--- config.mk ---
export PLATFORM = sky130hd
export DESIGN_NAME = plds_front
export DESIGN_NICKNAME = d
export VERILOG_FILES = /design/src/rtl/plds_pkg.sv /design/src/rtl/plds_front.sv
export SDC_FILE = /design/constraint.sdc
export NUM_CORES = 1
export LEC_CHECK = 0
export ABC_AREA = 1
export BUFFER_PORTS_ARGS = -buffer_cell sky130_fd_sc_hd__clkbuf_2
export CAP_MARGIN = 20
export CORE_AREA = 2 2 179 181
export CTS_BUF_LIST = sky130_fd_sc_hd__clkbuf_8
export DETAILED_ROUTE_END_ITERATION = 10
export DIE_AREA = 0 0 181 183
export GPL_ROUTABILITY_DRIVEN = 0
export GPL_TIMING_DRIVEN = 0
export PLACE_DENSITY = 0.47
export SLEW_MARGIN = 25
export SYNTH_ARGS = -nofsm -noshare
export SYNTH_HDL_FRONTEND = slang
export SYNTH_SLANG_ARGS = --single-unit
--- constraint.sdc ---
create_clock -name clk -period 10.9 [get_ports clk]
set_clock_uncertainty 0.15 [all_clocks]
set_input_delay 0.545 -clock clk [delete_from_list [all_inputs] [get_ports clk]]
set_output_delay 0.545 -clock clk [all_outputs]
set_load 0.01 [all_outputs]
--- src/rtl/plds_pkg.sv ---
// Shared package of the polyline distance substring block.
// Holds default widths, register indexes, point kinds and the arithmetic unit handshake types.
// No dependencies.
`default_nettype none
package plds_pkg;

	localparam int COORD_BITS_DEF = 32;
	localparam int DIST_BITS_DEF  = 48;
	localparam int CFG_IDX_BITS   = 2;

	localparam logic [CFG_IDX_BITS-1:0] REG_START_DIST = 2'd0;
	localparam logic [CFG_IDX_BITS-1:0] REG_END_DIST   = 2'd1;

	localparam logic [1:0] KIND_START  = 2'd0;
	localparam logic [1:0] KIND_VERTEX = 2'd1;
	localparam logic [1:0] KIND_END    = 2'd2;

	typedef enum logic [1:0] {
		OP_LEN    = 2'b01,
		OP_INTERP = 2'b10
	} plds_op_t;

	typedef struct packed {
		logic     start;
		plds_op_t op;
	} plds_req_t;

	typedef struct packed {
		logic busy;
		logic done;
	} plds_status_t;

endpackage
`default_nettype wire

--- src/rtl/plds_front.sv ---
// Front end: accepts vertices, flags the first vertex of each polyline and
// forms the coordinate deltas against the previous vertex. Uses plds_pkg.
`default_nettype none
module plds_front import plds_pkg::*; #(
	parameter int COORD_BITS = COORD_BITS_DEF
) (
	input  logic                      clk,
	input  logic                      arst_n,
	input  logic                      in_valid,
	output logic                      in_ready,
	input  logic [COORD_BITS-1:0]     vertex_x,
	input  logic [COORD_BITS-1:0]     vertex_y,
	input  logic                      final_vertex,
	output logic                      push_valid,
	input  logic                      push_ready,
	output logic [4*COORD_BITS+3:0]   push_data
);

	logic                  v_s1;
	logic [COORD_BITS-1:0] x_s1, y_s1;
	logic                  fin_s1, first_s1;
	logic [COORD_BITS:0]   dx_s1, dy_s1;
	logic [COORD_BITS-1:0] prev_x_q, prev_y_q;
	logic                  first_q;
	logic                  accept;

	assign in_ready   = !v_s1 || push_ready;
	assign accept     = in_valid && in_ready;
	assign push_valid = v_s1;
	assign push_data  = {x_s1, y_s1, fin_s1, first_s1, dx_s1, dy_s1};

	always_ff @(posedge clk or negedge arst_n) begin
		if (!arst_n) begin
			v_s1    <= 1'b0;
			first_q <= 1'b1;
		end else begin
			v_s1 <= accept || (v_s1 && !push_ready);
			// The polyline after a final vertex starts fresh.
			if (accept) begin
				first_q <= final_vertex;
			end
		end
	end

	always_ff @(posedge clk) begin
		if (accept) begin
			x_s1     <= vertex_x;
			y_s1     <= vertex_y;
			fin_s1   <= final_vertex;
			first_s1 <= first_q;
			dx_s1    <= {vertex_x[COORD_BITS-1], vertex_x} - {prev_x_q[COORD_BITS-1], prev_x_q};
			dy_s1    <= {vertex_y[COORD_BITS-1], vertex_y} - {prev_y_q[COORD_BITS-1], prev_y_q};
			prev_x_q <= vertex_x;
			prev_y_q <= vertex_y;
		end
	end

endmodule
`default_nettype wire

* After elaboration in Yosys (flattened, before gate mapping) *
Index checks and enable logic that the tools add are counted.

word-level totals
  logic and storage cells = 16
  input port bits = 69
  register bits after elaboration = 134
  output and inout bits = 134

operators by class
  reductions and logical operators = 6
  add/sub/neg operators = 2

operator list
  operator           count
  $sub 32x32->33     2
  $logic_and 1x1->1  2
  $logic_not 1->1    2
  $logic_or 1x1->1   2

* Logic depth before layout (Yosys ltp) *
Gate-level depths: netlist of run 1.

  depth after elaboration = 4
  mapped depth = 14
  gate-level depth less buffers = 14

* Worst setup path before layout of run 1 *
No wires, ideal clock.

  kind = input -> register
  start point = in push_ready
  end point = reg dx_s1[0], enable pin
  library setup time = 0.486 ns
  path buffers = 0
  stages on the path = 4
  data arrival time = 3.357 ns
  data required time = 10.264 ns
  setup slack = 6.907 ns
  path through = inv_1 nand2_1 nand2_1 inv_1

on the way
  word-level cells in the longest chain between the ends = 2

ends and longest elaborated chain
  element               RTL line          text
  start, declared       plds_front.sv:15  input logic push_ready,
  $logic_or 1x1->1      plds_front.sv:27  assign in_ready = !v_s1 || push_ready;
  named net in_ready    plds_front.sv:10  output logic in_ready,
  $logic_and 1x1->1     plds_front.sv:28  assign accept = in_valid && in_ready;
  named net accept      plds_front.sv:25  logic accept;
  end signal, assigned  plds_front.sv:51  dx_s1 <= {vertex_x[COORD_BITS-1], vertex_x} - {prev_x_q[COORD_BITS-1], prev_x_q};
  end, declared         plds_front.sv:22  logic [COORD_BITS:0] dx_s1, dy_s1;

The timed path passes the listed nets, and every way through them passes these cells.
A chain may end at the register's enable or synchronous reset.

==> results of run 1 <==
==> worst reg2reg max path: stages, from the launching register on <==
cell and delay, ns:
edfxtp_1 0.40, ha_1 0.23, fa_1 0.42, inv_1 0.13, nand2_1 0.06, nand2_1 0.08
nand3_1 0.10, nand2_2 0.12, nand2_1 0.07, nand2_2 0.12, nand2_1 0.09, nand3_1 0.07
nand2_1 0.06
==> power groups by stage <==
stage	clock network, mW	registers [mW]	logic (mW)
detailed placement	0	0.653	0.370
global route	0.528	0.646	0.418
CTS	0.516	0.642	0.373
finish	0.496	0.641	0.365
floorplan	0	0.674	0.218
global placement	0	0.658	0.368
==> sequential cells by signal (all words and copies together) (netlist names) <==
name / cells
push_valid: 1
y_s1: 32
fin_s1: 1
first_s1: 1
x_s1: 32
dx_s1: 33
first_q: 1
dy_s1: 33
==> per-layer routing <==
metal	up-vias	GRT usage	wire (µm)
li1	4252	-	-
met1	3488	0.1830	11040
met2	147	0.2769	12410
met3	20	0.02641	892
met4	0	0.04163	294
met5	-	0	0
==> cell families after synthesis <==
kind of cell,Yosys count,synth area share
AO/OA/AOI/OAI,46,0.02687
adder cells (fa/ha/maj),66,0.09121
AND/OR/NAND/NOR,660,0.2847
flip-flops,134,0.4355
buffers and inverters,323,0.1331
XOR/XNOR,30,0.02850
==> path summary, 6_finish.rpt <==
path / endpoint / slack [ns] / depth (start not counted) / from
setup / recovery: dx_s1[32] / 8.56 / 12 / x_s1[0]
hold / removal: y_s1[4] / 0.11 / 1 / vertex_y[4]
setup reg to reg: dx_s1[32] / 8.56 / 12 / x_s1[0]
hold reg to reg: first_q / 0.32 / 2 / first_q
max in group asynchronous: first_q / 10.15 / 2 / arst_n
min in group asynchronous: push_valid / 0.26 / 2 / arst_n
==> cell type report <==
| cell class | instances | area (µm²) | area share |
|---|---|---|---|
| flip-flops and latches | 134 | 4015 | 0.3578 |
| multi-input cells | 802 | 3976 | 0.3543 |
| inverters | 319 | 1205 | 0.1074 |
| repair buffers | 204 | 1049 | 0.09343 |
| well taps | 402 | 503.0 | 0.04482 |
| clock buffers | 17 | 234.0 | 0.02085 |
| clock inverters | 14 | 210.2 | 0.01873 |
| plain buffers | 4 | 30.03 | 0.002676 |
==> synth_stat cells <==
| master | count |
|---|---|
| xor2_1 | 26 |
| nor2_1 | 82 |
| nand4_1 | 8 |
| nor3_1 | 4 |
| a21oi_1 | 40 |
| buf_4 | 4 |
| a21o_1 | 2 |
| nand3_1 | 44 |
| ha_1 | 64 |
| o21bai_1 | 2 |
| dfrtp_1 | 1 |
| edfxtp_1 | 132 |
| or2_1 | 2 |
| and2_1 | 4 |
| nand3_2 | 2 |
| fa_1 | 2 |
| inv_1 | 319 |
| dfstp_2 | 1 |
| a21oi_2 | 2 |
| nand2_2 | 16 |
| xnor2_1 | 4 |
| nand2_1 | 498 |
==> per-stage QoR <==
step | total power [mW] | std cells
global route | 1.592 | 1896
detailed placement | 1.023 | 1864
CTS | 1.531 | 1896
finish | 1.501 | 1896
global placement | 1.026 | 1863
floorplan | 0.8929 | 1259
==> impl_metrics.py, run 1 <==
metrics = {
    "worst_hold_path": {
        "hold_class": "input pin to register",
    },
    "routing": {
        "ant_nets": 0,
        "avgRoutedWirePerCell_um": 12.99,
        "vias": 7907,
        "drtPass1Iterations": 5,
        "drtIter0Drc": 343,
        "viasPerCell": 4.170,
        "drt_wl_total_um": 24630,
        "drcViolationCount": 0,
    },
    "power_and_ir_drop": {
        "power_density_nw_per_um2": 133.8,
        "switching_share": 0.3183,
        "power.share.sequential": 0.427,
        "power.switching_mw": 0.4778,
        "p_clk_frac": 0.330,
        "internal-power_mw": 1.023,
        "ir_worst_vdd_uv": 63.60,
        "pwr-share-comb": 0.243,
        "p_leak_nw": 6.423,
    },
    "sta": {
        "rsz0062_at_grt": "false",
        "setup_violations": 0,
        "min_period_over_period": 0.2149,
        "max_freq_mhz": 426.9,
        "tightest_slew_ns": 0.4824,
        "drv_slew": 0,
        "finalHoldViolCount": 0,
        "fin_tns_setup_ns": 0,
        "slew_headroom": 0.6784,
        "period_needed_ns": 2.343,
        "whs_ns": 0.1118,
        "setup_ws_ns": 8.557,
    },
    "worst_setup_path": {
        "crit_arrival_ns": 2.41,
        "critPathBufInv": 1,
        "path_common_cell": "nand2_1",
        "end_kind": "register",
        "crit_fanout": 3,
        "crit_family": "simple AND/OR/NAND/NOR gates",
        "cpPeakStageDelay_ns": 0.42,
        "crit_chain": "ha_1 -> fa_1 -> inv_1 -> nand2_1 -> nand2_1 -> nand3_1 -> nand2_2 -> nand2_1 -> nand2_2 -> nand2_1 -> nand3_1 -> nand2_1",
        "crit_path_top_delay_cell": "fa_1",
        "crit_required_ns": 10.97,
        "cp-start-kind": "register",
        "crit_type": "register to register",
    },
    "grt": {
        "grt_pass1_vias": 7648,
        "grt_pass1_wl_um": 39080,
        "antenna_found_initial": 0,
        "grt_max_degree": 68,
        "gr-usage-all-layers": 0.1514,
        "grt_overflow": 0,
    },
    "yosys": {
        "synth_seq_cells": 134,
        "syn_inst": 1259,
        "netlist.top_cell.by_area": "edfxtp_1",
        "synth_area_um2": 9219,
        "synth.top_cell.area_share": 0.4300,
        "yosysUniqueCellTypes": 22,
        "synth.avg_cell_area_um2": 7.322,
        "yosys-top-cells-area": "edfxtp_1 (43%), nand2_1 (20%), inv_1 (13%)",
        "synth_fp_nets": 1394,
        "ys_seq_area_frac": 0.4355,
        "ys_warn_count": 0,
    },
    "clock_tree": {
        "cts.sinks": 134,
        "post-cts-setup-buffer-count": 0,
        "clock_latency_ns": 0.47,
        "path_clk_slew_ns": 0.09,
        "cts_hold_buf": 1,
        "htreeDepth": 4,
        "clock_path_buffers": 2,
        "clockRootBuffer": "clkbuf_8",
        "cts_resized": 0,
        "cts_buffers": 17,
        "cts_tree": "done",
    },
    "final_layout": {
        "fillers": 3450,
        "final_cell_mix": "nand2_1 (498), inv_1 (319), clkbuf_2 (202)",
        "syn_to_final_growth_pct": 21.73,
        "design_area_um2": 11220,
        "fin_nets": 1617,
        "drive_gt1_frac": 0.1720,
        "diodes": 0,
        "utilization": 0.3593,
        "final_common_cell": "nand2_1",
    },
    "floorplanning": {
        "dieArea_um2": 33120,
        "fp.coreArea_um2": 31230,
        "die_w_um": 181,
        "rows": 65,
        "ios": 203,
        "die_h_um": 183,
        "start_util": 0.2952,
    },
    "placement": {
        "dpl.hpwl_um": 19950,
        "dp_slack_ns": 8.274,
        "post_dp_cell_area_um2": 10770,
        "portBuffers": 202,
    },
    "run": {
        "max-cap-violations": 0,
    },
    "status": {
        "status": "finished, final reports clean",
    },
}
(Power assumes the default switching activity.)
==> run 2, diff against run 1 <==
clock period = 2.2 ns   (was 10.9 ns; I/O delays follow)
==> impl_metrics.py, run 2 (synthesized netlist as in run 1, its figures left out) <==
metrics = {
    "floorplanning": {
        "start_util": 0.2952,
        "dieArea_um2": 33120,
        "die_w_um": 181,
        "fp.coreArea_um2": 31230,
        "die_h_um": 183,
        "ios": 203,
        "rows": 65,
    },
    "worst_hold_path": {
        "min_path_cells": 5,
        "hold_class": "input pin to register",
        "holdPathEnd": "fin_s1",
        "hold_path_startpoint": "push_ready",
    },
    "placement": {
        "portBuffers": 202,
        "dpl.hpwl_um": 20280,
        "post_dp_cell_area_um2": 10820,
    },
    "worst_setup_path": {
        "end_kind": "register",
        "crit_type": "register to register",
        "cp-start-kind": "register",
        "r2r_start": "x_s1[0]",
        "rr_worst_depth": 12,
        "worstSetupStartpoint": "x_s1[0]",
        "path_common_cell": "nand2_2",
        "crit_required_ns": 2.29,
        "crit_chain": "ha_2 -> fa_2 -> inv_2 -> nand2_2 -> nand2_2 -> nand3_2 -> nand2_4 -> nand2_4 -> nand2_4 -> nand2_2 -> nand3_2 -> nand2_2",
        "r2r-end": "dx_s1[20]",
        "crit_arrival_ns": 2.27,
        "crit_fanout": 3,
        "crit_path_top_delay_cell": "edfxtp_1",
        "cpPeakStageDelay_ns": 0.41,
        "rrSetupSlack_ns": 0.02,
    },
    "power_and_ir_drop": {
        "p_leak_nw": 6.976,
        "ir_worst_vdd_uv": 286.3,
        "power_density_nw_per_um2": 612.7,
    },
    "grt": {
        "grt_pass1_vias": 8154,
        "grt_pass1_wl_um": 41140,
        "grt_max_degree": 32,
        "grt_overflow": 0,
        "gr-usage-all-layers": 0.1582,
        "antenna_found_initial": 0,
    },
    "sta": {
        "min_period_over_period": 0.9922,
        "drv_slew": 0,
        "finalHoldViolCount": 0,
        "tightest_slew_ns": 0.5967,
        "rsz0062_at_grt": "true",
        "max_freq_mhz": 458.1,
        "slew_headroom": 0.6000,
        "setup_violations": 0,
        "fin_tns_setup_ns": 0,
        "period_needed_ns": 2.183,
    },
    "routing": {
        "drcViolationCount": 0,
        "viasPerCell": 4.166,
        "avgRoutedWirePerCell_um": 12.91,
        "drtIter0Drc": 386,
        "drt_wl_total_um": 25800,
        "drtPass1Iterations": 5,
        "vias": 8327,
        "ant_nets": 0,
    },
    "final_layout": {
        "diodes": 0,
        "drive_gt1_frac": 0.2480,
        "fin_nets": 1719,
        "syn_to_final_growth_pct": 36.56,
        "reg_top3": "dx_s1: 33 flops, dy_s1: 33 flops",
        "utilization": 0.4031,
        "final_cell_mix": "nand2_1 (446), inv_1 (316), clkbuf_2 (202)",
        "final_common_cell": "nand2_1",
        "design_area_um2": 12590,
    },
    "clock_tree": {
        "cts_buffers": 17,
        "htreeDepth": 4,
        "path_clk_slew_ns": 0.09,
        "clockRootBuffer": "clkbuf_8",
        "clock_latency_ns": 0.49,
        "cts.sinks": 134,
        "cts_tree": "done",
        "clock_path_buffers": 2,
    },
    "status": {
        "status": "finished, final reports clean",
    },
    "run": {
        "max-cap-violations": 0,
    },
}
## run 2: stage by stage
step | power (mW) | setup slack [ns] | hold slack (ns) | std cells
after floorplan | 4.420 | -0.8799 | -0.3356 | 1259
after global routing | 8.187 | -0.06010 | 0.1053 | 1999
after global placement | 5.075 | -1.906 | -0.2514 | 1863
final | 7.713 | 0.01726 | 0.09613 | 1999
after detailed placement | 5.083 | -0.1749 | -0.2515 | 1867
after CTS | 7.670 | 0.0003706 | 0.1681 | 1978
## run 2: metal layers
metal	up-vias	track usage	share of wire
met4	0	0.04943	0.020
met1	3704	0.1924	0.45
met5	-	0	0
met2	149	0.2846	0.50
met3	30	0.02840	0.034
li1	4444	-	-
## run 2: layout make-up
| cell class | count | area, µm² |
|---|---|---|
| Buffer | 4 | 30.03 |
| Clock buffer | 19 | 261.5 |
| Clock inverter | 13 | 180.2 |
| Fill cell | 3319 | 18640 |
| Inverter | 319 | 1201 |
| Multi-Input combinational cell | 802 | 4384 |
| Sequential cell | 134 | 4015 |
| Tap cell | 402 | 503.0 |
| Timing Repair Buffer | 305 | 2009 |
| Timing Repair inverter | 1 | 5.005 |
## run 2: power by group
| group | switching, mW | internal [mW] |
|---|---|---|
| clock | 1.12 | 1.29 |
| combinational | 1.28 | 0.838 |
| sequential | 0.0791 | 3.10 |
| total | 2.49 | 5.23 |
## run 2: critical path, delay by kind of cell, from the launching register on
| kind | cells | cell delay, ns |
|---|---|---|
| flops | 1 | 0.41 |
| fa+ha+maj | 2 | 0.63 |
| buf+inv | 1 | 0.10 |
| simple gates | 9 | 0.67 |
## run 2: worst max-delay path by stage
| stage | end | slack, ns | cells past startpoint |
|---|---|---|---|
| 6_report | dx_s1[20] | 0.02 | 12 |
| 5_1_grt | dx_s1[28] | -0.06 | 12 |
| 4_1_cts | dx_s1[20] | 0.0004 | 12 |
| 3_5_place_dp | dx_s1[28] | -0.17 | 12 |
| 3_3_place_gp | dx_s1[32] | -1.91 | 3 |
| 2_1_floorplan | dx_s1[0] | -0.88 | 3 |
## run 2: what timing repair did
item                                    in CTS  in global routing
endpoints found under the setup margin      16                 65
hold buffers                                70                  0
buffers inserted                             9                 20
hold endpoints to repair                    82                  0
pin swaps                                    8                 27
resized for setup                           20                 96
cloned                                       0                  1
==> run 3, diff against run 2 <==
CTS_CLUSTER_DIAMETER = 60   (was default)
SETUP_SLACK_MARGIN = 0.4   (was default)
==> impl_metrics.py, run 3 (synthesized netlist as in run 1, its figures left out) <==
metrics = {
    "status": {
        "status": "finished, final reports clean",
    },
    "worst_setup_path": {
        "cp-start-kind": "register",
        "end_kind": "register",
        "crit_required_ns": 2.27,
        "crit_fanout": 3,
        "crit_arrival_ns": 2.23,
        "crit_type": "register to register",
    },
    "grt": {
        "grt_pass1_vias": 8630,
        "met1_usage": 0.1889,
        "grt_pass1_wl_um": 42670,
        "gr-usage-all-layers": 0.1637,
        "antenna_found_initial": 1,
        "grt_max_degree": 32,
        "grt_overflow": 0,
        "gr-usage-met2": 0.3051,
        "grt_busiest_layer": "met2",
        "use_met3": 0.03018,
    },
    "routing": {
        "viasPerCell": 4.292,
        "vias": 8798,
        "ant_nets": 0,
        "avgRoutedWirePerCell_um": 13.43,
        "drt_wl_total_um": 27520,
        "drcViolationCount": 0,
        "drtPass1Iterations": 5,
        "drtIter0Drc": 415,
    },
    "clock_tree": {
        "clock_path_buffers": 2,
        "clock_latency_ns": 0.47,
        "htreeDepth": 4,
        "clockRootBuffer": "clkbuf_8",
        "cts.sinks": 134,
        "cts_buffers": 17,
        "cts_tree": "done",
        "cts_hold_buf": 71,
        "path_clk_slew_ns": 0.08,
    },
    "floorplanning": {
        "dieArea_um2": 33120,
        "die_h_um": 183,
        "rows": 65,
        "fp.coreArea_um2": 31230,
        "start_util": 0.2952,
        "ios": 203,
        "die_w_um": 181,
    },
    "sta": {
        "period_needed_ns": 2.157,
        "slew_headroom": 0.6838,
        "finalHoldViolCount": 0,
        "fin_tns_setup_ns": 0,
        "min_period_over_period": 0.9805,
        "rsz0062_at_grt": "true",
        "tightest_slew_ns": 0.4717,
        "drv_slew": 0,
        "setup_violations": 0,
        "max_freq_mhz": 463.6,
    },
    "placement": {
        "post_dp_cell_area_um2": 10910,
        "dpl.hpwl_um": 20360,
        "portBuffers": 202,
        "dp_cells": 1867,
    },
    "final_layout": {
        "fin_nets": 1772,
        "drive_gt1_frac": 0.3916,
        "utilization": 0.4607,
        "reg_top3": "dx_s1: 33 flops, dy_s1: 33 flops",
        "final_common_cell": "nand2_1",
        "design_area_um2": 14390,
        "final_cell_mix": "nand2_1 (366), inv_1 (294), clkbuf_2 (202)",
        "syn_to_final_growth_pct": 56.05,
        "finalNonFillerCells": 2050,
    },
    "power_and_ir_drop": {
        "ir_worst_vdd_uv": 352.2,
        "p_leak_nw": 7.575,
        "power_density_nw_per_um2": 565.9,
    },
    "run": {
        "max-cap-violations": 0,
    },
    "worst_hold_path": {
        "hold_class": "input pin to register",
    },
}
[run 3: path summary, 6_finish.rpt]
check | end | cells past startpoint | start | slack, ns
worst max-delay path | dy_s1[32] | 12 | y_s1[0] | 0.04
worst min register to register | first_q | 2 | first_q | 0.32
min in group asynchronous | push_valid | 3 | arst_n | 0.42
worst min-delay path | dx_s1[14] | 3 | vertex_x[14] | 0.02
worst max register to register | dy_s1[32] | 12 | y_s1[0] | 0.04
max in group asynchronous | first_q | 3 | arst_n | 1.27
[run 3: final cells by class]
type / instances / area, µm²
Sequential cell: 134 / 4015
Fill cell: 3203 / 16840
Clock buffer: 17 / 234.0
Antenna cell: 1 / 2.502
Buffer: 4 / 37.54
Inverter: 319 / 1201
Timing Repair Buffer: 358 / 2519
Clock inverter: 12 / 163.9
Tap cell: 402 / 503.0
Multi-Input combinational cell: 802 / 5705
Timing Repair inverter: 1 / 5.005
[run 3: metrics by stage]
stage          worst slack (ns)  power, mW  hold WS (ns)
5_1_grt                -0.05617      8.608     -0.009472
2_1_floorplan           -0.8799      4.448       -0.3356
3_5_place_dp           -0.04875      5.120       -0.2501
3_3_place_gp             -1.923      5.111       -0.2516
6_report                0.04282      8.141       0.01716
4_1_cts                 0.04167      7.852      0.002967
[run 3: critical path: stages, from the launching register on]
cell and delay [ns]:
edfxtp_1 0.44, ha_4 0.20, fa_2 0.40, inv_2 0.07, nand2_2 0.04, nand2_2 0.06, nand3_2 0.08, nand2_4 0.10
nand2_2 0.07, nand2_4 0.10, nand2_2 0.07, nand3_2 0.06, nand2_1 0.05
[run 3: what timing repair did]
item | 4_1_cts | 5_1_grt
setup buffers | 48 | 33
setup endpoints to repair | 112 | 60
resized for setup | 196 | 214
hold endpoints to repair | 89 | 2
pin swaps | 49 | 87
cloned | 1 | 0
[run 3: metal layers]
metal  vias to the layer above  wire length [µm]
met5                         -                 0
met4                         0               517
met3                        25               890
met2                       167             14310
met1                      4053             11800
li1                       4553                 -
[run 3: power breakdown]
group	switching, mW	internal (mW)
clock	1.04	1.20
combinational	1.54	1.19
sequential	0.0794	3.10
total	2.65	5.49
