`src/rtl/plds_queue.sv`:
```
// Two-entry queue between the front end and the back end.
// Generic width; no package dependencies.
`default_nettype none
module plds_queue #(
	parameter int WIDTH = 8
) (
	input  logic             clk,
	input  logic             arst_n,
	input  logic             push_valid,
	output logic             push_ready,
	input  logic [WIDTH-1:0] push_data,
	output logic             pop_valid,
	input  logic             pop,
	output logic [WIDTH-1:0] pop_data
);

	logic [WIDTH-1:0] mem_q [2];
	logic             wr_q, rd_q;
	logic [1:0]       cnt_q;
	logic             do_push, do_pop;

	assign push_ready = cnt_q != 2'd2;
	assign pop_valid  = cnt_q != 2'd0;
	assign pop_data   = mem_q[rd_q];
	assign do_push    = push_valid && push_ready;
	assign do_pop     = pop && pop_valid;

	always_ff @(posedge clk or negedge arst_n) begin
		if (!arst_n) begin
			wr_q  <= 1'b0;
			rd_q  <= 1'b0;
			cnt_q <= 2'd0;
		end else begin
			if (do_push) begin
				wr_q <= !wr_q;
			end
			if (do_pop) begin
				rd_q <= !rd_q;
			end
			cnt_q <= cnt_q + {1'b0, do_push} - {1'b0, do_pop};
		end
	end

	always_ff @(posedge clk) begin
		if (do_push) begin
			mem_q[wr_q] <= push_data;
		end
	end

endmodule
`default_nettype wire

```
`config.mk`:
```
export PLATFORM = sky130hd
export DESIGN_NAME = plds_queue
export DESIGN_NICKNAME = d
export VERILOG_FILES = /design/src/rtl/plds_queue.sv
export SDC_FILE = /design/constraint.sdc
export NUM_CORES = 1
export LEC_CHECK = 0
export BUFFER_PORTS_ARGS = -buffer_cell sky130_fd_sc_hd__buf_2
export CORE_UTILIZATION = 53
export DETAILED_ROUTE_END_ITERATION = 16
export PLACE_DENSITY = 0.85
export SLEW_MARGIN = 15
export SYNTH_ARGS = -nofsm -noshare
export SYNTH_HDL_FRONTEND = slang
export SYNTH_SLANG_ARGS = --single-unit
```
`constraint.sdc`:
```
create_clock -name clk -period 2.86 [get_ports clk]
set_input_delay 0.572 -clock clk [delete_from_list [all_inputs] [get_ports clk]]
set_output_delay 0.572 -clock clk [all_outputs]
set_load 0.02 [all_outputs]
```
### Word level (Yosys, flattened, before mapping)

Memories as Yosys holds them, arrays and structs flattened.
Index checks and enable logic that the tools add are counted.

* input port bits: 12
* RAM bits: 16
* output and inout bits: 10
* flip-flop bits (word level): 4
* logic and storage cells: 14
* memories kept: 1

Memory list
* mem_q: depth 2, width 8, rd ports 1, clocked after Yosys merged registers in 0, write ports 1, RTL line 17 `logic [WIDTH-1:0] mem_q [2];`

* equal/unequal tests: 1
* $add $sub $neg: 2
* muxes and demuxes: 2
* reductions and logical operators: 5

Operators with widths (number)
* 2-bit by 1-bit adder with 2-bit output: 1
* 1-bit logical AND: 2
* 1-bit logical NOT: 2
* 1-bit 2-to-1 mux: 2
* 2-bit != test (second input constant): 1
* 2-bit nonzero test: 1
* 2-bit by 1-bit subtractor with 2-bit output: 1

### Logic depth before layout (Yosys ltp)

Gate-level depths: netlist of the first run.

* depth after elaboration: 4
* depth in mapped cells: 5
* mapped depth without buffers: 5

### Worst setup path after synthesis of the first run

No wires, ideal clock.

* path kind: flip-flop to flip-flop
* from: reg cnt_q[0]
* to: mem mem_q[0][0], enable pin
* period minus slack after synthesis: 1.539 ns
* data arrival time: 1.169 ns
* path buffers: 0
* data required time: 2.490 ns
* library setup time: 0.370 ns
* path slack: 1.321 ns
* stages on the path, launching flop included: 4
* path through: dfrtp_1 nand2b_1 nand2_1 nor2_1

* longest elaborated chain between the ends: 4

Ends and longest elaborated chain
* from (decl): RTL line 19 `logic [1:0] cnt_q;`
* from (signal assigned): RTL line 40 `cnt_q <= cnt_q + {1'b0, do_push} - {1'b0, do_pop};`
* 2-bit != test: RTL line 22 `assign push_ready = cnt_q != 2'd2;`
* named net push_ready: RTL line 10 `output logic push_ready,`
* 1-bit logical AND: RTL line 25 `assign do_push = push_valid && push_ready;`
* 1-bit 2-to-1 mux: RTL line 45 `if (do_push) begin`
* 1-bit 2-to-1 mux (not written as such): RTL line 46 `mem_q[wr_q] <= push_data;`
* to (decl): RTL line 17

The timed path passes the listed nets, and every way through them passes these cells.

### Worst setup path after layout of the first run

* from: reg rd_q
* to: out pop_data[0]

* longest elaborated chain between the ends: 1

Ends and longest elaborated chain
* from (decl): RTL line 18 `logic wr_q, rd_q;`
* from (signal assigned): RTL line 38 `rd_q <= !rd_q;`
* memory 2 x 8 bit
* to (decl): RTL line 14 `output logic [WIDTH-1:0] pop_data`

Every way passes these cells.

==> results.sh, run 1 <==
export IMPL_status="finished, final reports clean"
export IMPL_r2r_cells=3
export IMPL_fin_total_pwr_uw=957
export IMPL_initial_core_util_pct=59.2
export IMPL_core_sq_um=1370
export IMPL_power_density_nw_per_um2=1000
export IMPL_n_antenna_cell=0
export IMPL_startpoint_type="flop"
export IMPL_maxSlewHeadroom_pct=56.2
export IMPL_hold_violations=0
export IMPL_synth_seq_cells=20
export IMPL_netlist_instances=47
export IMPL_synthesis_nets=60
export IMPL_stdcell_count=86
export IMPL_power_switching_uw=336
export IMPL_h_tree_depth=1
export IMPL_grt_overflow_total=0
export IMPL_rsz0062_at_grt="no"
export IMPL_slew_violations=0
export IMPL_final_min_clock_period_ns=1.99
export IMPL_hpwl_um=869
export IMPL_ir_worst_vdd_v=0.000754
export IMPL_setup_viol=0
export IMPL_yosysWarnings=0
export IMPL_whs_ns=0.0579
export IMPL_cts_sinks=20
export IMPL_netlist_area_sq_um=810
export IMPL_drc_errors=0
export IMPL_setup_ws_ns=0.871
export IMPL_cp_cell_sequence="mux2_2, buf_2"
export IMPL_cp_slowest_cell="dfrtp_1"
export IMPL_drt_wirelength_per_cell_um=13.8
export IMPL_setup_tns_ns=0
export IMPL_finalCritPeriodShare_pct=69.5
export IMPL_final_nets=85
export IMPL_critical_path_required_ns=2.29
export IMPL_placed_cells=82
export IMPL_holdBufCountCts=0
export IMPL_combPwrFrac_pct=37.1
export IMPL_synth_seq_area_share_pct=71.7
export IMPL_ff2ff_setup_slack_ns=1.29
export IMPL_num_rows=13
export IMPL_grt_usage_pct=16.4
export IMPL_cts_repair_resized=0
export IMPL_max_stage_delay_ns=0.58
export IMPL_grt_pass1_wl_um=1600
export IMPL_swShare_pct=35.1
export IMPL_pre_cts_ws_ns=1.15
export IMPL_crit_arrival_ns=1.42
export IMPL_cts_setup_buffers=0
export IMPL_clk_latency_ns=0.29
export IMPL_drtAntennaViolNets=0
export IMPL_crit_type="flop to output port"
export IMPL_dieArea_sq_um=1690
export IMPL_first_iter_violations=14
export IMPL_crit_path_end_kind="output port"
export IMPL_clock_power_share_pct=13.8
export IMPL_drive_above_1_share_pct=47.9
export IMPL_ys_types=17
export IMPL_die_width_um=41.1
export IMPL_netlist_area_leader_share_pct=59.4
export IMPL_worst_pin_slew_ns=0.654
export IMPL_fmax_ghz=0.503
export IMPL_p_leak_uw=0.000380
export IMPL_cp_top_family="flip-flops"
export IMPL_synth_top_cells_by_area="edfxtp_1 59%, dfrtp_1 12%, mux2_2 11%, xnor2_1 3.2%, nor4bb_2 2.0%"
export IMPL_ios=22
export IMPL_fillers=104
export IMPL_hold_path_class="primary input to async pin"
export IMPL_cts_tree="built"
export IMPL_gp_congestion=0.828
export IMPL_cp_num_cells=2
export IMPL_cts_clk_slew_worst_paths_ns=0.11
export IMPL_die_h_um=41.1
export IMPL_via_per_inst=5.36
export IMPL_vias=461
export IMPL_finalWirelength_um=1180
export IMPL_avgSynthCellArea_sq_um=17.2
export IMPL_grt_max_degree=12
export IMPL_cap_violations=0
export IMPL_io_buffers=21
export IMPL_internal_power_uw=621
export IMPL_areaGrowthSynthToFinish_pct=17.9
export IMPL_worst_path_buf_inv=1
export IMPL_clk_path_buf_depth=2
export IMPL_dr_pass1_iters=4
export IMPL_path_max_fanout=9
export IMPL_skew_ns=0.00533
export IMPL_synth_top_cell_by_area="edfxtp_1"
export IMPL_seqPwrFrac_pct=49.1
export IMPL_antenna_found_initial=0
export IMPL_clockRootBuffer="clkbuf_4"
export IMPL_grt_pass1_vias=353
export IMPL_cts_buffers=3
[flip-flops by register name, indices dropped and copies added, names as in the netlist]
signal and cells:
mem_q 16, cnt_q 2, rd_q 1, wr_q 1
[per-stage QoR]
step                      cell area [sq um]  util [%]
after floorplan                         810         -
after global placement                  928      67.9
after detailed placement                928      67.9
after CTS                               955      69.9
after global routing                    955      69.9
final                                   955      69.9
[power by group through the flow]
stage               clock network, uW  logic [uW]  registers [uW]
finish                            132         355             470
global route                      143         390             481
CTS                               135         361             471
detailed placement                  0         359             478
global placement                    0         351             473
floorplan                           0         289             443
[cells in the final DEF, fill, tap and decap left out]
cell,synthesis,final
or2_1,1,1
nand3_1,1,1
o21ba_1,1,1
a311oi_2,1,1
nor2_1,3,3
clkinv_1,0,1
buf_2,1,21
edfxtp_1,16,16
nand2b_1,1,1
o21ai_0,1,1
ha_1,1,1
nand2_1,2,2
clkbuf_4,0,3
and3_1,1,1
nor4bb_2,1,1
dfrtp_1,4,4
nor2b_1,1,1
mux2_2,8,8
xnor2_1,3,3
[synth_stat cells]
cell type	n
nand2_1	2
mux2_2	8
o21ba_1	1
nor4bb_2	1
nor2b_1	1
nor2_1	3
and3_1	1
xnor2_1	3
nand2b_1	1
a311oi_2	1
or2_1	1
dfrtp_1	4
nand3_1	1
o21ai_0	1
edfxtp_1	16
buf_2	1
ha_1	1
[final timing paths]
path / from / endpoint
setup / recovery: rd_q / pop_data[0]
hold / removal: arst_n / wr_q
setup reg to reg: cnt_q[0] / mem_q[0][4]
hold reg to reg: wr_q / wr_q
max in group asynchronous: arst_n / rd_q
min in group clk: push_data[3] / mem_q[1][3]
[cell type report]
type                       count  area, sq um  area share, %
clock buffer                   3         22.5           2.36
timing repair buffer          21          105           11.0
clock inverter                 1         3.75          0.393
multi-input combinational     26          224           23.5
sequential                    20          581           60.8
tap                           15         18.8           1.97
[routing by layer]
metal / track usage [%] / routed length (um) / up-vias
met3: 4.89 / 64 / 4
li1: - / - / 224
met4: 10.0 / 23 / 0
met2: 21.1 / 577 / 15
met1: 23.8 / 517 / 218
met5: 0 / 0 / -
[cell families after synthesis]
kind of cell,count (synthesis),share of synthesized area (%)
AO/OA/AOI/OAI,3,3.71
XOR/XNOR,3,3.25
adder cells (fa/ha/maj),1,1.55
buffers and inverters,1,0.618
flip-flops,20,71.7
multiplexers,8,11.1
AND/OR/NAND/NOR,11,8.04
Note: power is estimated with default switching activity, not from simulation.
==> run 2, diff against run 1 <==
--- a/config.mk
+++ b/config.mk
@@ -6,9 +6,10 @@
 export NUM_CORES = 1
 export LEC_CHECK = 0
 export BUFFER_PORTS_ARGS = -buffer_cell sky130_fd_sc_hd__buf_2
-export CORE_UTILIZATION = 53
+export CORE_ASPECT_RATIO = 1.25
+export CORE_UTILIZATION = 49
 export DETAILED_ROUTE_END_ITERATION = 16
-export PLACE_DENSITY = 0.85
+export PLACE_DENSITY = 0.79
 export SLEW_MARGIN = 15
 export SYNTH_ARGS = -nofsm -noshare
 export SYNTH_HDL_FRONTEND = slang
==> constraint.sdc (replaced) <==
create_clock -name clk -period 1.84 [get_ports clk]
set_input_delay 0.368 -clock clk [delete_from_list [all_inputs] [get_ports clk]]
set_output_delay 0.368 -clock clk [all_outputs]
set_load 0.02 [all_outputs]
==> run 2 against run 1 <==
Utilization decreased by 6.7 points. Die area increased by 7.8%. Cell count increased by 5.8%. Sequential power increased by 56%. Clock-buffer cell count increased by 1. Critical endpoint is now pop_data[1]. Largest cell class unchanged. Largest power group unchanged. Highest routed layer unchanged.
==> results.sh, run 2 (synthesized netlist as in run 1, its figures left out) <==
export IMPL_num_rows=16
export IMPL_final_min_clock_period_ns=1.69
export IMPL_cp_slowest_cell="dfrtp_2"
export IMPL_crit_arrival_ns=1.32
export IMPL_finalWirelength_um=1230
export IMPL_die_width_um=38.4
export IMPL_r2r_start="cnt_q[0]"
export IMPL_initial_core_util_pct=51.8
export IMPL_maxSlewHeadroom_pct=75.6
export IMPL_grt_pass1_vias=400
export IMPL_drt_wirelength_per_cell_um=13.5
export IMPL_dr_pass1_iters=2
export IMPL_worst_path_buf_inv=1
export IMPL_finalCritPeriodShare_pct=91.8
export IMPL_setup_viol=0
export IMPL_cts_buffers=3
export IMPL_final_cell_mix="21 x buf_2, 16 x edfxtp_1, 8 x mux2_2"
export IMPL_dieArea_sq_um=1820
export IMPL_skew_ns=0.00579
export IMPL_top_regs="mem_q: 16 flops, cnt_q: 2 flops"
export IMPL_drc_errors=0
export IMPL_areaGrowthSynthToFinish_pct=21.9
export IMPL_core_sq_um=1560
export IMPL_via_per_inst=5.04
export IMPL_worst_pin_slew_ns=0.366
export IMPL_rsz0062_at_grt="no"
export IMPL_drtAntennaViolNets=0
export IMPL_max_stage_delay_ns=0.50
export IMPL_cts_tree="built"
export IMPL_final_common_cell="buf_2"
export IMPL_gp_congestion=0.632
export IMPL_drive_above_1_share_pct=50.7
export IMPL_critical_path_required_ns=1.47
export IMPL_power_density_nw_per_um2=1570
export IMPL_crit_path_end_kind="output port"
export IMPL_fin_util_pct=63.2
export IMPL_hold_path_end="mem_q[0][7]"
export IMPL_final_nets=87
export IMPL_slew_violations=0
export IMPL_setup_tns_ns=0
export IMPL_grt_overflow_total=0
export IMPL_cts_sinks=20
export IMPL_fmax_ghz=0.592
export IMPL_r2r_cells=2
export IMPL_ff2ff_setup_slack_ns=0.50
export IMPL_h_tree_depth=1
export IMPL_grt_pass1_wl_um=1740
export IMPL_cts_clk_slew_worst_paths_ns=0.11
export IMPL_grt_max_degree=12
export IMPL_setup_ws_ns=0.151
export IMPL_grt_usage_pct=14.8
export IMPL_startpoint_type="flop"
export IMPL_cp_top_family="flip-flops"
export IMPL_p_leak_uw=0.000394
export IMPL_die_h_um=47.4
export IMPL_hold_violations=0
export IMPL_hold_start="push_data[7]"
export IMPL_path_max_fanout=9
export IMPL_vias=459
export IMPL_clk_latency_ns=0.30
export IMPL_crit_type="flop to output port"
export IMPL_largest_reg_flops=16
export IMPL_hold_path_class="primary input to flop"
export IMPL_regMostFlops="mem_q"
export IMPL_clockRootBuffer="clkbuf_4"
export IMPL_min_path_cells=1
export IMPL_ir_worst_vdd_v=0.000822
export IMPL_status="finished, final reports clean"
export IMPL_first_iter_violations=5
export IMPL_io_buffers=21
export IMPL_cts_setup_buffers=0
export IMPL_clk_path_buf_depth=2
export IMPL_ios=22
export IMPL_antenna_found_initial=0
export IMPL_n_antenna_cell=0
export IMPL_cp_cell_sequence="mux2_2, buf_2"
export IMPL_r2r_end="mem_q[1][6]"
export IMPL_fin_total_pwr_uw=1550
export IMPL_cap_violations=0
export IMPL_pre_cts_ws_ns=0.392
run 2: cell count changes in the layout (fill, tap and decap cells not counted):
| cell | before | now |
|---|---|---|
| dlygate4sd3_1 | 0 | 1 |
| dfrtp_1 | 4 | 3 |
| clkbuf_8 | 0 | 1 |
| clkinv_1 | 1 | 0 |
| dfrtp_2 | 0 | 1 |
| buf_4 | 0 | 1 |
run 2: where the power goes:
part / switching [uW] / total, uW / leakage [uW] / internal, uW
logic: 294 / 560 / 0.000178 / 267
clock network: 129 / 250 / 0.0000210 / 121
registers: 101 / 735 / 0.000195 / 633
total: 524 / 1550 / 0.000394 / 1020
run 2: timing repair:
| action | in CTS | in global routing |
|---|---|---|
| setup endpoints to repair | 0 | 1 |
| hold buffers | 1 | 0 |
| endpoints found under the hold margin | 4 | 0 |
| gates resized for setup | 0 | 1 |
run 2: through the flow:
| stage | instance area [sq um] | hold WS (ns) | cells |
|---|---|---|---|
| global placement | 940 | 0.176 | 86 |
| floorplan | 810 | 0.0724 | 47 |
| global route | 987 | 0.244 | 91 |
| detailed placement | 940 | 0.178 | 86 |
| CTS | 986 | 0.251 | 91 |
| finish | 987 | 0.251 | 91 |
run 2: how the worst max path moves through the flow:
| stage | to | slack (ns) | depth (start not counted) | startpoint |
|---|---|---|---|---|
| final | pop_data[1] | 0.15 | 2 | rd_q |
| after global routing | pop_data[1] | 0.09 | 2 | rd_q |
| after CTS | pop_data[1] | 0.05 | 2 | rd_q |
| after detailed placement | pop_data[1] | 0.39 | 2 | rd_q |
| after global placement | pop_data[1] | 0.38 | 2 | rd_q |
| after floorplan | mem_q[0][0] | 0.30 | 3 | cnt_q[0] |
run 2: per-layer routing:
layer | wire, um | GRT usage [%] | up-vias
met1 | 567 | 20.2 | 210
met3 | 50 | 2.79 | 5
met2 | 585 | 22.7 | 18
met4 | 23 | 8.28 | 0
li1 | - | - | 226
met5 | 0 | 0 | -
run 2: final cells by class:
| type | instances | area, sq um |
|---|---|---|
| timing repair buffer | 23 | 123 |
| tap | 18 | 22.5 |
| sequential | 20 | 582 |
| fill | 122 | 574 |
| clock buffer | 4 | 36.3 |
| multi-input combinational | 26 | 224 |
==> run 3, diff against run 2 <==
--- a/config.mk
+++ b/config.mk
@@ -6,7 +6,6 @@
 export NUM_CORES = 1
 export LEC_CHECK = 0
 export BUFFER_PORTS_ARGS = -buffer_cell sky130_fd_sc_hd__buf_2
-export CORE_ASPECT_RATIO = 1.25
 export CORE_UTILIZATION = 49
 export DETAILED_ROUTE_END_ITERATION = 16
 export PLACE_DENSITY = 0.79
==> run 3 against run 2 <==
Combinational power about the same. Clock skew up 0.0019 ns. Sequential cell count unchanged. Global-route usage up 1.3 points.
==> results.sh, run 3 (synthesized netlist as in run 1, its figures left out) <==
export IMPL_areaGrowthSynthToFinish_pct=20.4
export IMPL_wl_met3_um=65
export IMPL_top_regs="mem_q: 16 flops, cnt_q: 2 flops"
export IMPL_p_leak_uw=0.000388
export IMPL_r2r_end="mem_q[1][0]"
export IMPL_initial_core_util_pct=53.1
export IMPL_whs_ns=0.259
export IMPL_grt_pass1_vias=482
export IMPL_drtAntennaViolNets=0
export IMPL_vias=472
export IMPL_seq_area_sq_um=582
export IMPL_crit_type="flop to output port"
export IMPL_startpoint_type="flop"
export IMPL_grt_max_degree=12
export IMPL_stdcell_count=89
export IMPL_grt_usage_pct=16.1
export IMPL_min_path_cells=1
export IMPL_crit_arrival_ns=1.30
export IMPL_cts_clk_slew_worst_paths_ns=0.11
export IMPL_fin_total_pwr_uw=1500
export IMPL_num_rows=14
export IMPL_grt_overflow_total=0
export IMPL_io_buffers=21
export IMPL_status="finished, final reports clean"
export IMPL_setup_ws_ns=0.174
export IMPL_final_cell_mix="21 x buf_2, 16 x edfxtp_1, 8 x mux2_2"
export IMPL_multiInputGateArea_sq_um=224
export IMPL_placed_cells=84
export IMPL_fillers=121
export IMPL_worst_path_buf_inv=1
export IMPL_n_antenna_cell=0
export IMPL_rsz0062_at_grt="no"
export IMPL_max_stage_delay_ns=0.50
export IMPL_finalWirelength_um=1210
export IMPL_h_tree_depth=1
export IMPL_combPwrFrac_pct=37.5
export IMPL_grt_pass1_wl_um=2080
export IMPL_core_sq_um=1520
export IMPL_clk_latency_ns=0.29
export IMPL_finalCritPeriodShare_pct=90.5
export IMPL_skew_ns=0.00767
export IMPL_drc_errors=0
export IMPL_m1WireLength_um=481
export IMPL_internal_power_uw=984
export IMPL_via_per_inst=5.30
export IMPL_wl_met2_um=658
export IMPL_ios=22
export IMPL_cp_cell_sequence="mux2_2, buf_2"
export IMPL_r2r_cells=2
export IMPL_maxSlewHeadroom_pct=73.2
export IMPL_setup_tns_ns=0
export IMPL_antenna_found_initial=0
export IMPL_fmax_ghz=0.600
export IMPL_drt_wirelength_per_cell_um=13.6
export IMPL_cts_sinks=20
export IMPL_die_width_um=42.6
export IMPL_cp_slowest_cell="dfrtp_2"
export IMPL_hpwl_um=855
export IMPL_path_max_fanout=9
export IMPL_first_iter_violations=7
export IMPL_seqPwrFrac_pct=48.9
export IMPL_crit_path_end_kind="output port"
export IMPL_cp_top_family="flip-flops"
export IMPL_cts_tree="built"
export IMPL_drive_above_1_share_pct=49.3
export IMPL_final_common_cell="buf_2"
export IMPL_gp_congestion=0.731
export IMPL_final_min_clock_period_ns=1.67
export IMPL_power_switching_uw=516
export IMPL_regMostFlops="mem_q"
export IMPL_clk_path_buf_depth=2
export IMPL_cts_buffers=3
export IMPL_pre_cts_ws_ns=0.379
export IMPL_dr_pass1_iters=3
export IMPL_hold_path_end="mem_q[1][6]"
export IMPL_slew_violations=0
export IMPL_clockRootBuffer="clkbuf_4"
export IMPL_ir_worst_vdd_v=0.000919
export IMPL_dieArea_sq_um=1820
export IMPL_r2r_start="cnt_q[0]"
export IMPL_swShare_pct=34.4
export IMPL_cap_violations=0
export IMPL_hold_start="push_data[6]"
export IMPL_power_density_nw_per_um2=1540
export IMPL_hold_path_class="primary input to flop"
export IMPL_highest_layer="met4"
export IMPL_clock_power_share_pct=13.6
export IMPL_largest_reg_flops=16
export IMPL_worst_pin_slew_ns=0.401
export IMPL_critical_path_required_ns=1.47
export IMPL_setup_viol=0
export IMPL_ff2ff_setup_slack_ns=0.45
export IMPL_hold_violations=0
export IMPL_die_h_um=42.6
export IMPL_final_nets=87
[run 3: cell counts in the layout (fill, tap and decap cells not counted)]
Identical to the previous run, type by type.
[run 3: worst max-delay path by stage]
stage	startpoint	to	slack [ns]	depth (start not counted)
after floorplan	cnt_q[0]	mem_q[0][0]	0.30	3
after global placement	rd_q	pop_data[1]	0.38	2
after detailed placement	rd_q	pop_data[1]	0.38	2
after CTS	rd_q	pop_data[1]	0.05	2
after global routing	rd_q	pop_data[3]	0.11	2
final	rd_q	pop_data[1]	0.17	2
[run 3: per-layer routing]
layer  global-route usage [%]  up-vias
li1                         -      228
met1                     17.5      230
met2                     27.6       12
met3                     4.31        2
met4                     9.38        0
met5                        0        -
[run 3: cell type report]
type / count / share of cell area (%)
Sequential cell: 20 / 59.7
Multi-Input combinational cell: 26 / 23.0
Timing Repair Buffer: 23 / 12.6
Clock buffer: 4 / 2.70
Tap cell: 16 / 2.05
[run 3: stage by stage]
stage / util (%) / instance area, sq um
CTS: 63.9 / 973
finish: 64.0 / 975
global placement: 61.5 / 937
floorplan: - / 810
global route: 64.0 / 975
detailed placement: 61.5 / 937
[run 3: what timing repair did]
item | CTS | global route
setup endpoints to repair | 0 | 3
gates resized for setup | 0 | 1
buffers inserted | 0 | 0
endpoints found under the hold margin | 4 | 0
hold buffers | 1 | 0
[run 3: power by group through the flow]
| stage | logic (uW) | registers (uW) | clock network (uW) |
|---|---|---|---|
| after floorplan | 449 | 689 | 0 |
| after detailed placement | 566 | 743 | 0 |
| final | 563 | 733 | 204 |
| after global placement | 554 | 736 | 0 |
| after CTS | 572 | 732 | 213 |
| after global routing | 614 | 751 | 228 |
